`config.mk`:
```
export PLATFORM = sky130hd
export DESIGN_NAME = pending_request_timeout_table
export DESIGN_NICKNAME = d
export VERILOG_FILES = /design/src/design/prtt_pkg.sv /design/src/design/pending_request_timeout_table.sv
export SDC_FILE = /design/constraint.sdc
export NUM_CORES = 2
export LEC_CHECK = 0
export BUFFER_PORTS_ARGS = -buffer_cell sky130_fd_sc_hd__buf_2
export CORE_ASPECT_RATIO = 1.25
export CORE_MARGIN = 1
export CORE_UTILIZATION = 51
export CTS_CLUSTER_SIZE = 8
export DETAILED_ROUTE_END_ITERATION = 12
export PLACE_DENSITY = 0.67
export SLEW_MARGIN = 0
export SYNTH_ARGS = -nofsm -noshare
export SYNTH_HDL_FRONTEND = slang
export SYNTH_SLANG_ARGS = --single-unit
```
`constraint.sdc`:
```
create_clock -name clk -period 9.5 [get_ports clk]
set_input_delay 0.95 -clock clk [delete_from_list [all_inputs] [get_ports clk]]
set_output_delay 0.95 -clock clk [all_outputs]
set_load 0.03 [all_outputs]
```
`src/design/prtt_pkg.sv`:
```
// Shared constants and codes for the pending request timeout table.
// Depends on nothing; the top level imports it.
package prtt_pkg;

    localparam int SLOT_COUNT_DEF       = 24;
    localparam int REQUEST_TAG_BITS_DEF = 32;
    localparam int SOURCE_TAG_BITS_DEF  = 16;

    localparam int REQ_PORT_W = 32;
    localparam int SRC_PORT_W = 16;
    localparam int TIMEOUT_W  = 32;
    localparam int TIME_W     = 64;
    localparam int EVENTS_W   = 5;

    localparam logic [TIMEOUT_W-1:0] DEFAULT_TIMEOUT_RESET = 32'd5000;

    localparam logic KIND_STATUS  = 1'b0;
    localparam logic KIND_EXPIRED = 1'b1;

    typedef enum logic [1:0] {
        FUNC_TRACK     = 2'd0,
        FUNC_CLEAR     = 2'd1,
        FUNC_POLL      = 2'd2,
        FUNC_RESET_ALL = 2'd3
    } func_t;

    typedef enum logic [1:0] {
        STATUS_OK      = 2'd0,
        STATUS_NO_ROOM = 2'd1,
        STATUS_INVALID = 2'd2
    } status_t;

    typedef struct packed {
        logic                  kind;
        status_t               status;
        logic [REQ_PORT_W-1:0] request;
        logic [SRC_PORT_W-1:0] source;
        logic [TIME_W-1:0]     event_time;
        logic [EVENTS_W-1:0]   count;
        logic                  last;
    } result_t;

endpackage

```
`src/design/pending_request_timeout_table.sv`:
```
// Pending request timeout table: slot store, scan sequencer and result register.
// Depends on prtt_pkg for widths, operation codes and status codes.
//
// A request is accepted when start is high and busy is low; busy stays high until the
// final result of that request has been loaded. Slots are visited one per cycle through a
// single shared compare path fed by the slot memory's registered read port. A request with
// a zero tag, a reset-all and a poll with event_limit of zero finish at once.
// Results come on the cycle after they are decided, one per cycle, each marked by
// result_valid for exactly one cycle; the receiver cannot stall and must take every one.
// Expired entries of a poll come in slot order ahead of its final count result, and every
// request ends with one result that has last set.
module pending_request_timeout_table
    #(
        parameter int SLOT_COUNT       = prtt_pkg::SLOT_COUNT_DEF,
        parameter int REQUEST_TAG_BITS = prtt_pkg::REQUEST_TAG_BITS_DEF,
        parameter int SOURCE_TAG_BITS  = prtt_pkg::SOURCE_TAG_BITS_DEF
    )
    (
        input  logic                            clk,
        input  logic                            rst_n,
        input  logic                            cfg_write,
        input  logic [prtt_pkg::TIMEOUT_W-1:0]  cfg_data,
        input  logic                            start,
        output logic                            busy,
        input  logic [1:0]                      func,
        input  logic [prtt_pkg::REQ_PORT_W-1:0] request_tag,
        input  logic [prtt_pkg::SRC_PORT_W-1:0] source_tag,
        input  logic [prtt_pkg::TIMEOUT_W-1:0]  track_timeout,
        input  logic [prtt_pkg::TIME_W-1:0]     now_ms,
        input  logic [prtt_pkg::EVENTS_W-1:0]   event_limit,
        output logic                            result_valid,
        output logic                            kind,
        output logic [1:0]                      status,
        output logic [prtt_pkg::REQ_PORT_W-1:0] expired_request,
        output logic [prtt_pkg::SRC_PORT_W-1:0] expired_source,
        output logic [prtt_pkg::TIME_W-1:0]     event_time_ms,
        output logic [prtt_pkg::EVENTS_W-1:0]   emitted_count,
        output logic                            last
    );

    import prtt_pkg::*;

    localparam int IDX_W = (SLOT_COUNT > 1) ? $clog2(SLOT_COUNT) : 1;
    localparam logic [IDX_W-1:0] LAST_IDX = IDX_W'(SLOT_COUNT - 1);

    typedef enum logic [1:0] {
        ST_IDLE,
        ST_SCAN,
        ST_FINAL
    } state_t;

    function automatic result_t final_result(status_t st, logic [EVENTS_W-1:0] cnt);
        result_t r;
        r            = '0;
        r.kind       = KIND_STATUS;
        r.status     = st;
        r.count      = cnt;
        r.last       = 1'b1;
        return r;
    endfunction

    state_t                       state_reg;
    logic [IDX_W-1:0]             idx_reg;
    func_t                        op_func_reg;
    logic [REQUEST_TAG_BITS-1:0]  op_req_reg;
    logic [SOURCE_TAG_BITS-1:0]   op_src_reg;
    logic [TIME_W-1:0]            op_now_reg;
    logic [TIME_W-1:0]            op_deadline_reg;
    logic [EVENTS_W-1:0]          op_max_reg;
    logic [EVENTS_W-1:0]          count_reg;
    logic                         free_found_reg;
    logic [IDX_W-1:0]             free_idx_reg;
    logic [SLOT_COUNT-1:0]        valid_reg;
    logic [TIMEOUT_W-1:0]         default_timeout_reg;
    result_t                      res_reg;
    logic                         res_valid_reg;

    logic [TIME_W-1:0]            deadline_mem [SLOT_COUNT];
    logic [REQUEST_TAG_BITS-1:0]  request_mem  [SLOT_COUNT];
    logic [SOURCE_TAG_BITS-1:0]   source_mem   [SLOT_COUNT];
    logic [TIME_W-1:0]            rd_deadline_reg;
    logic [REQUEST_TAG_BITS-1:0]  rd_request_reg;
    logic [SOURCE_TAG_BITS-1:0]   rd_source_reg;

    logic                         accept;
    logic [REQUEST_TAG_BITS-1:0]  req_in;
    logic [SOURCE_TAG_BITS-1:0]   src_in;
    logic [TIMEOUT_W-1:0]         timeout_sel;
    logic [IDX_W-1:0]             rd_addr;
    logic                         at_last;
    logic                         slot_live;
    logic                         req_hit;
    logic [TIME_W-1:0]            age;
    logic                         due;
    logic                         wr_en;
    logic [IDX_W-1:0]             wr_addr;
    logic [EVENTS_W-1:0]          count_inc;
    result_t                      event_res;

    assign accept      = start && (state_reg == ST_IDLE);
    assign busy        = (state_reg != ST_IDLE);
    assign req_in      = REQUEST_TAG_BITS'(request_tag);
    assign src_in      = SOURCE_TAG_BITS'(source_tag);
    assign timeout_sel = (track_timeout == '0) ? default_timeout_reg : track_timeout;

    assign at_last   = (idx_reg == LAST_IDX);
    assign rd_addr   = (state_reg == ST_IDLE) ? '0 : (at_last ? idx_reg : idx_reg + 1'b1);
    assign slot_live = valid_reg[idx_reg];
    assign req_hit   = slot_live && (rd_request_reg == op_req_reg);
    assign age       = op_now_reg - rd_deadline_reg;
    assign due       = slot_live && (rd_deadline_reg != '0) && !age[TIME_W-1];
    assign count_inc = count_reg + 1'b1;

    assign wr_en   = (state_reg == ST_SCAN) && (op_func_reg == FUNC_TRACK)
                     && (req_hit || (at_last && (free_found_reg || !slot_live)));
    assign wr_addr = (req_hit || !free_found_reg) ? idx_reg : free_idx_reg;

    always_comb
    begin
        event_res            = '0;
        event_res.kind       = KIND_EXPIRED;
        event_res.status     = STATUS_OK;
        event_res.request    = REQ_PORT_W'(rd_request_reg);
        event_res.source     = SRC_PORT_W'(rd_source_reg);
        event_res.event_time = op_now_reg;
    end

    always_ff @(posedge clk)
    begin
        if (wr_en)
        begin
            deadline_mem[wr_addr] <= op_deadline_reg;
            request_mem[wr_addr]  <= op_req_reg;
            source_mem[wr_addr]   <= op_src_reg;
        end
        rd_deadline_reg <= deadline_mem[rd_addr];
        rd_request_reg  <= request_mem[rd_addr];
        rd_source_reg   <= source_mem[rd_addr];
    end

    always_ff @(posedge clk or negedge rst_n)
    begin
        if (!rst_n)
        begin
            state_reg           <= ST_IDLE;
            idx_reg             <= '0;
            op_func_reg         <= FUNC_TRACK;
            op_req_reg          <= '0;
            op_src_reg          <= '0;
            op_now_reg          <= '0;
            op_deadline_reg     <= '0;
            op_max_reg          <= '0;
            count_reg           <= '0;
            free_found_reg      <= 1'b0;
            free_idx_reg        <= '0;
            valid_reg           <= '0;
            default_timeout_reg <= DEFAULT_TIMEOUT_RESET;
            res_reg             <= '0;
            res_valid_reg       <= 1'b0;
        end
        else
        begin
            res_valid_reg <= 1'b0;
            if (cfg_write)
            begin
                default_timeout_reg <= cfg_data;
            end
            unique case (state_reg)
                ST_IDLE:
                begin
                    if (accept)
                    begin
                        op_func_reg     <= func_t'(func);
                        op_req_reg      <= req_in;
                        op_src_reg      <= src_in;
                        op_now_reg      <= now_ms;
                        op_deadline_reg <= now_ms + TIME_W'(timeout_sel);
                        op_max_reg      <= event_limit;
                        idx_reg         <= '0;
                        count_reg       <= '0;
                        free_found_reg  <= 1'b0;
                        unique case (func_t'(func))
                            FUNC_TRACK:
                            begin
                                if (req_in == '0 || src_in == '0)
                                begin
                                    res_reg       <= final_result(STATUS_INVALID, '0);
                                    res_valid_reg <= 1'b1;
                                end
                                else
                                begin
                                    state_reg <= ST_SCAN;
                                end
                            end
                            FUNC_CLEAR:
                            begin
                                if (req_in == '0)
                                begin
                                    res_reg       <= final_result(STATUS_INVALID, '0);
                                    res_valid_reg <= 1'b1;
                                end
                                else
                                begin
                                    state_reg <= ST_SCAN;
                                end
                            end
                            FUNC_POLL:
                            begin
                                if (event_limit == '0)
                                begin
                                    res_reg       <= final_result(STATUS_OK, '0);
                                    res_valid_reg <= 1'b1;
                                end
                                else
                                begin
                                    state_reg <= ST_SCAN;
                                end
                            end
                            FUNC_RESET_ALL:
                            begin
                                valid_reg     <= '0;
                                res_reg       <= final_result(STATUS_OK, '0);
                                res_valid_reg <= 1'b1;
                            end
                        endcase
                    end
                end
                ST_SCAN:
                begin
                    unique case (op_func_reg)
                        FUNC_TRACK:
                        begin
                            if (wr_en)
                            begin
                                valid_reg[wr_addr] <= 1'b1;
                                res_reg            <= final_result(STATUS_OK, '0);
                                res_valid_reg      <= 1'b1;
                                state_reg          <= ST_IDLE;
                            end
                            else if (at_last)
                            begin
                                res_reg       <= final_result(STATUS_NO_ROOM, '0);
                                res_valid_reg <= 1'b1;
                                state_reg     <= ST_IDLE;
                            end
                            else
                            begin
                                if (!slot_live && !free_found_reg)
                                begin
                                    free_found_reg <= 1'b1;
                                    free_idx_reg   <= idx_reg;
                                end
                                idx_reg <= idx_reg + 1'b1;
                            end
                        end
                        FUNC_CLEAR:
                        begin
                            if (req_hit || at_last)
                            begin
                                if (req_hit)
                                begin
                                    valid_reg[idx_reg] <= 1'b0;
                                end
                                res_reg       <= final_result(STATUS_OK, '0);
                                res_valid_reg <= 1'b1;
                                state_reg     <= ST_IDLE;
                            end
                            else
                            begin
                                idx_reg <= idx_reg + 1'b1;
                            end
                        end
                        FUNC_POLL:
                        begin
                            if (due)
                            begin
                                valid_reg[idx_reg] <= 1'b0;
                                res_reg            <= event_res;
                                res_valid_reg      <= 1'b1;
                                count_reg          <= count_inc;
                                if (count_inc == op_max_reg || at_last)
                                begin
                                    state_reg <= ST_FINAL;
                                end
                                else
                                begin
                                    idx_reg <= idx_reg + 1'b1;
                                end
                            end
                            else if (at_last)
                            begin
                                res_reg       <= final_result(STATUS_OK, count_reg);
                                res_valid_reg <= 1'b1;
                                state_reg     <= ST_IDLE;
                            end
                            else
                            begin
                                idx_reg <= idx_reg + 1'b1;
                            end
                        end
                        FUNC_RESET_ALL:
                        begin
                            state_reg <= ST_IDLE;
                        end
                    endcase
                end
                ST_FINAL:
                begin
                    res_reg       <= final_result(STATUS_OK, count_reg);
                    res_valid_reg <= 1'b1;
                    state_reg     <= ST_IDLE;
                end
                default:
                begin
                    state_reg <= ST_IDLE;
                end
            endcase
        end
    end

    assign result_valid    = res_valid_reg;
    assign kind            = res_reg.kind;
    assign status          = res_reg.status;
    assign expired_request = res_reg.request;
    assign expired_source  = res_reg.source;
    assign event_time_ms   = res_reg.event_time;
    assign emitted_count   = res_reg.count;
    assign last            = res_reg.last;

endmodule
```
# After elaboration in Yosys (flattened, before gate mapping)

Memories as Yosys holds them, arrays and structs flattened. A register that Yosys moved wholly into a read port is not among the register bits.
Index checks and enable logic that the tools add are counted.

Reductions and logical operators: 38
Muxes and demuxes: 71
Order comparisons: 4
Eq/ne operators: 37
Bitwise logic cells: 5
Add/subtract/negate cells: 4

Operators by type and width:

| cell                 | number |
|---|---|
| $mux W121            | 9 |
| $pmux W121 S3        | 2 |
| $pmux W121 S4        | 1 |
| $mux W24             | 6 |
| $pmux W24 S3         | 1 |
| $add A64 B32 Y64     | 1 |
| $logic_not A32 Y1    | 2 |
| $reduce_bool A64 Y1  | 1 |
| $sub A64 B64 Y64     | 1 |
| $mux W5              | 10 |
| $pmux W24 S2         | 1 |
| $ne A3 B3 Y1 const B | 12 |
| $eq A32 B32 Y1       | 1 |
| $mux W32             | 1 |
| $and A24 B24 Y24     | 1 |
| $not A24 Y24         | 1 |
| $or A24 B24 Y24      | 1 |
| $pmux W5 S2          | 2 |
| $mux W1              | 18 |
| $mux W2              | 9 |
| $logic_not A16 Y1    | 1 |
| $ne A4 B4 Y1 const B | 4 |
| $pmux W5 S3          | 1 |
| $lt A5 B6 Y1 const B | 2 |
| other kinds (32)     | 70 |

Input port bits: 187
Word-level logic and storage cells: 183
Flip-flop bits (word level): 379
Bits in writable memories: 2688
Memories: 3
Output and inout bits: 123

Memories:

| memory       | words | bits a word | read ports | clocked after Yosys merged registers in | wr ports | line                                | RTL |
|---|---|---|---|---|---|---|---|
| deadline_mem | 24    | 64          | 1          | 1                                       | 1        | pending_request_timeout_table.sv:78 | `logic [TIME_W-1:0] deadline_mem [SLOT_COUNT];` |
| request_mem  | 24    | 32          | 1          | 1                                       | 1        | pending_request_timeout_table.sv:79 | `logic [REQUEST_TAG_BITS-1:0] request_mem [SLOT_COUNT];` |
| source_mem   | 24    | 16          | 1          | 1                                       | 1        | pending_request_timeout_table.sv:80 | `logic [SOURCE_TAG_BITS-1:0] source_mem [SLOT_COUNT];` |

# Logic depth before layout (Yosys ltp)

Depth after elaboration: 13
Depth in mapped cells: 18
Mapped depth without buffers: 16

# Least setup slack after synthesis

No wires, ideal clock.

Kind: register -> register
Start point: register idx_reg[0]
End point: memory deadline_mem[10][0], enable pin
Data required time: 8.915 ns
Setup time: 0.585 ns
Cell stages (with the launch flop): 12
Slack: 1.816 ns
Data arrival time: 7.100 ns
Clock period less this slack: 7.684 ns
Path buffers: 3
Cell sequence: dfrtp_1 buf_6 mux4_2 a22oi_1 o2111ai_2 nand3_1 nand2_1 clkbuf_1 clkbuf_1 nor4b_1 a21oi_1 nor2_1

Longest elaborated chain between the ends: 9
Elaborated cells on any way between the ends: 13
Classes of those cells: 1 x eq/ne; 5 x mux; 7 x reduce/logical

RTL lines:

| item                          | line                                 | RTL |
|---|---|---|
| start, declared               | pending_request_timeout_table.sv:63  | `logic [IDX_W-1:0] idx_reg;` |
| start signal, assigned        | pending_request_timeout_table.sv:253 | `idx_reg <= idx_reg + 1'b1;` |
| start signal, assigned        | pending_request_timeout_table.sv:270 | `idx_reg <= idx_reg + 1'b1;` |
| start signal, assigned        | pending_request_timeout_table.sv:287 | `idx_reg <= idx_reg + 1'b1;` |
| $bmux W1 S5                   | pending_request_timeout_table.sv:108 | `assign slot_live = valid_reg[idx_reg];` |
| $mux W1 (not written as such) | pending_request_timeout_table.sv:108 |  |
| $logic_not A1 Y1              | pending_request_timeout_table.sv:115 | `&& (req_hit \|\| (at_last && (free_found_reg \|\| !slot_live)));` |
| $logic_or A1 B1 Y1            | pending_request_timeout_table.sv:115 |  |
| $logic_and A1 B1 Y1           | pending_request_timeout_table.sv:115 |  |
| $logic_or A1 B1 Y1            | pending_request_timeout_table.sv:115 |  |
| $logic_and A1 B1 Y1           | pending_request_timeout_table.sv:115 |  |
| $mux W1                       | pending_request_timeout_table.sv:130 | `if (wr_en)` |
| $mux W1 (not written as such) | pending_request_timeout_table.sv:132 | `deadline_mem[wr_addr] <= op_deadline_reg;` |
| end, declared                 | pending_request_timeout_table.sv:78  |  |

Parallel ways exist; a longest one is shown, timed or not. The select of a mux whose other input is x is not followed.

# Worst setup path after layout

Start point: register idx_reg[0]
End point: memory deadline_mem[9][44], enable pin

The elaborated chain is that of the path after synthesis.

==> results.py <==
metrics = {
    "outcome": {
        "status": "finished clean",
    },
    "logic_synthesis": {
        "ys_warn_count": 0,
        "synth_nets": 10100,
        "synth_area_um2": 129000,
        "synth_ff_type": "edfxtp_1",
        "synth.distinct_cells": 74,
        "syn_avg_cell_area_um2": 13.1,
        "synthCells": 9828,
        "synth_edf_count": 2688,
        "ys_seq_elements": 3179,
        "ys_seq_area_share_pct": 71.8,
        "async_flop_share_pct": 11.9,
    },
    "worst_setup_path": {
        "critPathLaunchType": "flip-flop",
        "worstPathArrival_ns": 6.68,
        "endpoint_kind": "flip-flop",
        "reg2reg_depth": 11,
        "path_class": "reg2reg",
        "path_max_fanout": 39,
        "required_ns": 9.99,
    },
    "timing": {
        "fin_skew_ns": 0.0702,
        "rsz0062_at_grt": "no",
        "setup_tns_ns": 0,
        "finalCritPeriodShare_pct": 65.1,
        "layout_min_cycle_time_ns": 6.19,
        "fmax_mhz": 162,
        "slew_headroom_pct": 20.2,
        "max_slew.worst_pin.slew_ns": 1.19,
        "hold_viol": 0,
        "setup_viol": 0,
        "slew_violations": 0,
    },
    "die": {
        "rows": 205,
        "dieArea_um2": 255000,
        "initial_core_util_pct": 51.4,
        "die_y_um": 564,
        "ioPinCount": 310,
        "core_area_um2": 250000,
        "die_w_um": 451,
    },
    "placed_design": {
        "hpwl_um": 191000,
        "port_buffers": 309,
        "place_congestion": 0.849,
        "dp.cells": 12900,
    },
    "clock_network": {
        "clk_pin_slew_ns": 0.05,
        "cts_tree": "built",
        "clock_sinks": 3179,
        "htreeDepth": 5,
        "clk_path_buf_depth": 4,
        "clk_latency_ns": 0.92,
        "cts_buffers": 440,
        "cts-root-buf": "clkbuf_16",
        "cts_resized": 0,
    },
    "routing": {
        "drc": 0,
        "vias": 86600,
        "via_per_inst": 6.35,
        "wl_per_cell_um": 27.6,
        "routed_wl_um": 377000,
        "postRouteAntennaNets": 0,
        "drt_iter0_markers": 10200,
        "firstDrtPassIters": 8,
    },
    "global_route": {
        "grt_overflow_total": 0,
        "grt_pass1_vias": 85400,
        "grt_pass1_wl_um": 552000,
        "antenna_found_initial": 17,
        "grt_max_degree": 177,
        "grt_util_all_layers_pct": 29.0,
    },
    "cells_and_area": {
        "finish.utilization_pct": 58.4,
        "area_growth_pct": 13.6,
        "top_regs": "deadline_mem (1536), request_mem (768), source_mem (384)",
        "largest_reg_flops": 1536,
        "multi_input_area_um2": 33500,
        "drive_gt1_share_pct": 11.0,
        "regMostFlops": "deadline_mem",
        "final_cell_mix": "2688 x edfxtp_1, 1837 x nand2_1, 716 x nand3_1, 565 x a21oi_1",
        "fillers": 19400,
        "layout_commonest_cell": "edfxtp_1",
        "finalNonFillerCells": 13600,
        "seqCellArea_um2": 92400,
        "nets": 10300,
    },
    "pwr": {
        "ir_drop_mv": 0.388,
        "powerDensity_nw_per_um2": 320,
        "p_leak_nw": 51.3,
    },
    "flow_run": {
        "cap_violations": 0,
    },
    "hold_path": {
        "min_path_cells": 2,
        "hp-class": "in2reg",
    },
}
## layout make-up
cell class | count | share of cell area (%)
flip-flops and latches | 3179 | 63.2
multi-input cells | 5836 | 22.9
clock buffers | 753 | 8.39
well taps | 3312 | 2.83
repair buffers | 448 | 2.24
inverters | 91 | 0.234
clock inverters | 21 | 0.225
diodes | 5 | 0.00855
## power breakdown
group / total [W] / switching (W) / internal, W
registers: 0.0199 / 0.00228 / 0.0176
logic: 0.0126 / 0.00863 / 0.00394
clock network: 0.0144 / 0.00573 / 0.00866
total: 0.0469 / 0.0166 / 0.0302
## cells in the mapped netlist, types with 10 or more instances
library cell / instances / area (um2)
a211oi_1: 13 / 97.6
a21boi_0: 16 / 120
a21o_1: 64 / 480
a21oi_1: 566 / 2830
a22o_1: 117 / 1020
a311oi_1: 225 / 1970
a31oi_1: 240 / 1500
and3_1: 127 / 795
buf_1: 45 / 169
buf_2: 38 / 190
buf_6: 12 / 135
clkbuf_1: 626 / 2350
dfrtp_1: 374 / 9360
dfxtp_1: 112 / 2240
edfxtp_1: 2688 / 80700
ha_1: 107 / 1340
inv_1: 90 / 338
mux2_2: 160 / 1800
nand2_1: 1840 / 6910
nand3_1: 716 / 3580
nand4_1: 32 / 200
nor2_1: 192 / 721
nor3_1: 21 / 105
nor3b_1: 10 / 75.1
nor4_1: 51 / 319
o211ai_1: 449 / 3370
o21ai_0: 209 / 1050
o21ai_1: 26 / 130
or3_1: 449 / 2810
xnor2_1: 90 / 788
xor2_1: 15 / 131
## per-layer routing
layer | routed length, um | up-vias | GRT usage [%]
met3 | 33500 | 869 | 4.68
met4 | 19200 | 22 | 14.2
met1 | 142000 | 43700 | 37.4
met5 | 145 | - | 0
li1 | - | 37500 | -
met2 | 182000 | 4584 | 47.8
## cell families (layout without fill, tap and decap cells)
family	count (synthesis)	after routing	synth area share [%]
AO/OA/AOI/OAI	1979	1979	10.1
buffers and inverters	813	1313	2.48
XOR/XNOR	105	105	0.714
multiplexers	173	173	1.56
AND/OR/NAND/NOR	3471	3471	12.3
other	0	5	0
adder cells (fa/ha/maj)	108	108	1.06
flip-flops	3179	3179	71.8
## stage by stage
step | hold slack (ns) | power [W] | area [um2] | worst slack [ns]
floorplan | 0.409 | 0.0275 | 129000 | 1.82
global placement | 0.430 | 0.0321 | 134000 | 3.05
detailed placement | 0.437 | 0.0325 | 134000 | 3.14
CTS | 0.222 | 0.0468 | 146000 | 3.40
global route | 0.263 | 0.0487 | 146000 | 3.05
finish | 0.285 | 0.0469 | 146000 | 3.31
## worst max-delay path, cell delays in order (launching register included)
cell and delay (ns):
dfrtp_1 0.89, mux4_2 0.60, a22oi_1 0.26, o2111ai_2 0.45
nand3_1 0.55, nand2_1 0.47, nor3b_1 0.31, a31o_2 0.15
nand2_1 0.32, nor2_4 0.24, buf_4 0.63, buf_4 0.73
## worst paths after layout
kind,start,endpoint,slack [ns]
max in group asynchronous,rst_n,op_deadline_reg[32],6.73
min in group asynchronous,rst_n,expired_request[11],0.57
hold / removal,cfg_data[29],default_timeout_reg[29],0.29
setup / recovery,idx_reg[0],deadline_mem[9][44],3.31
setup reg to reg,idx_reg[0],deadline_mem[9][44],3.31
hold reg to reg,rd_source_reg[0],expired_source[0],0.45
## timing repair
item                                    CTS  global route
hold buffers                              1             0
setup buffers                             0             0
endpoints found under the setup margin    0             0
endpoints found under the hold margin    38             0
Note: power is estimated with default switching activity, not from simulation.
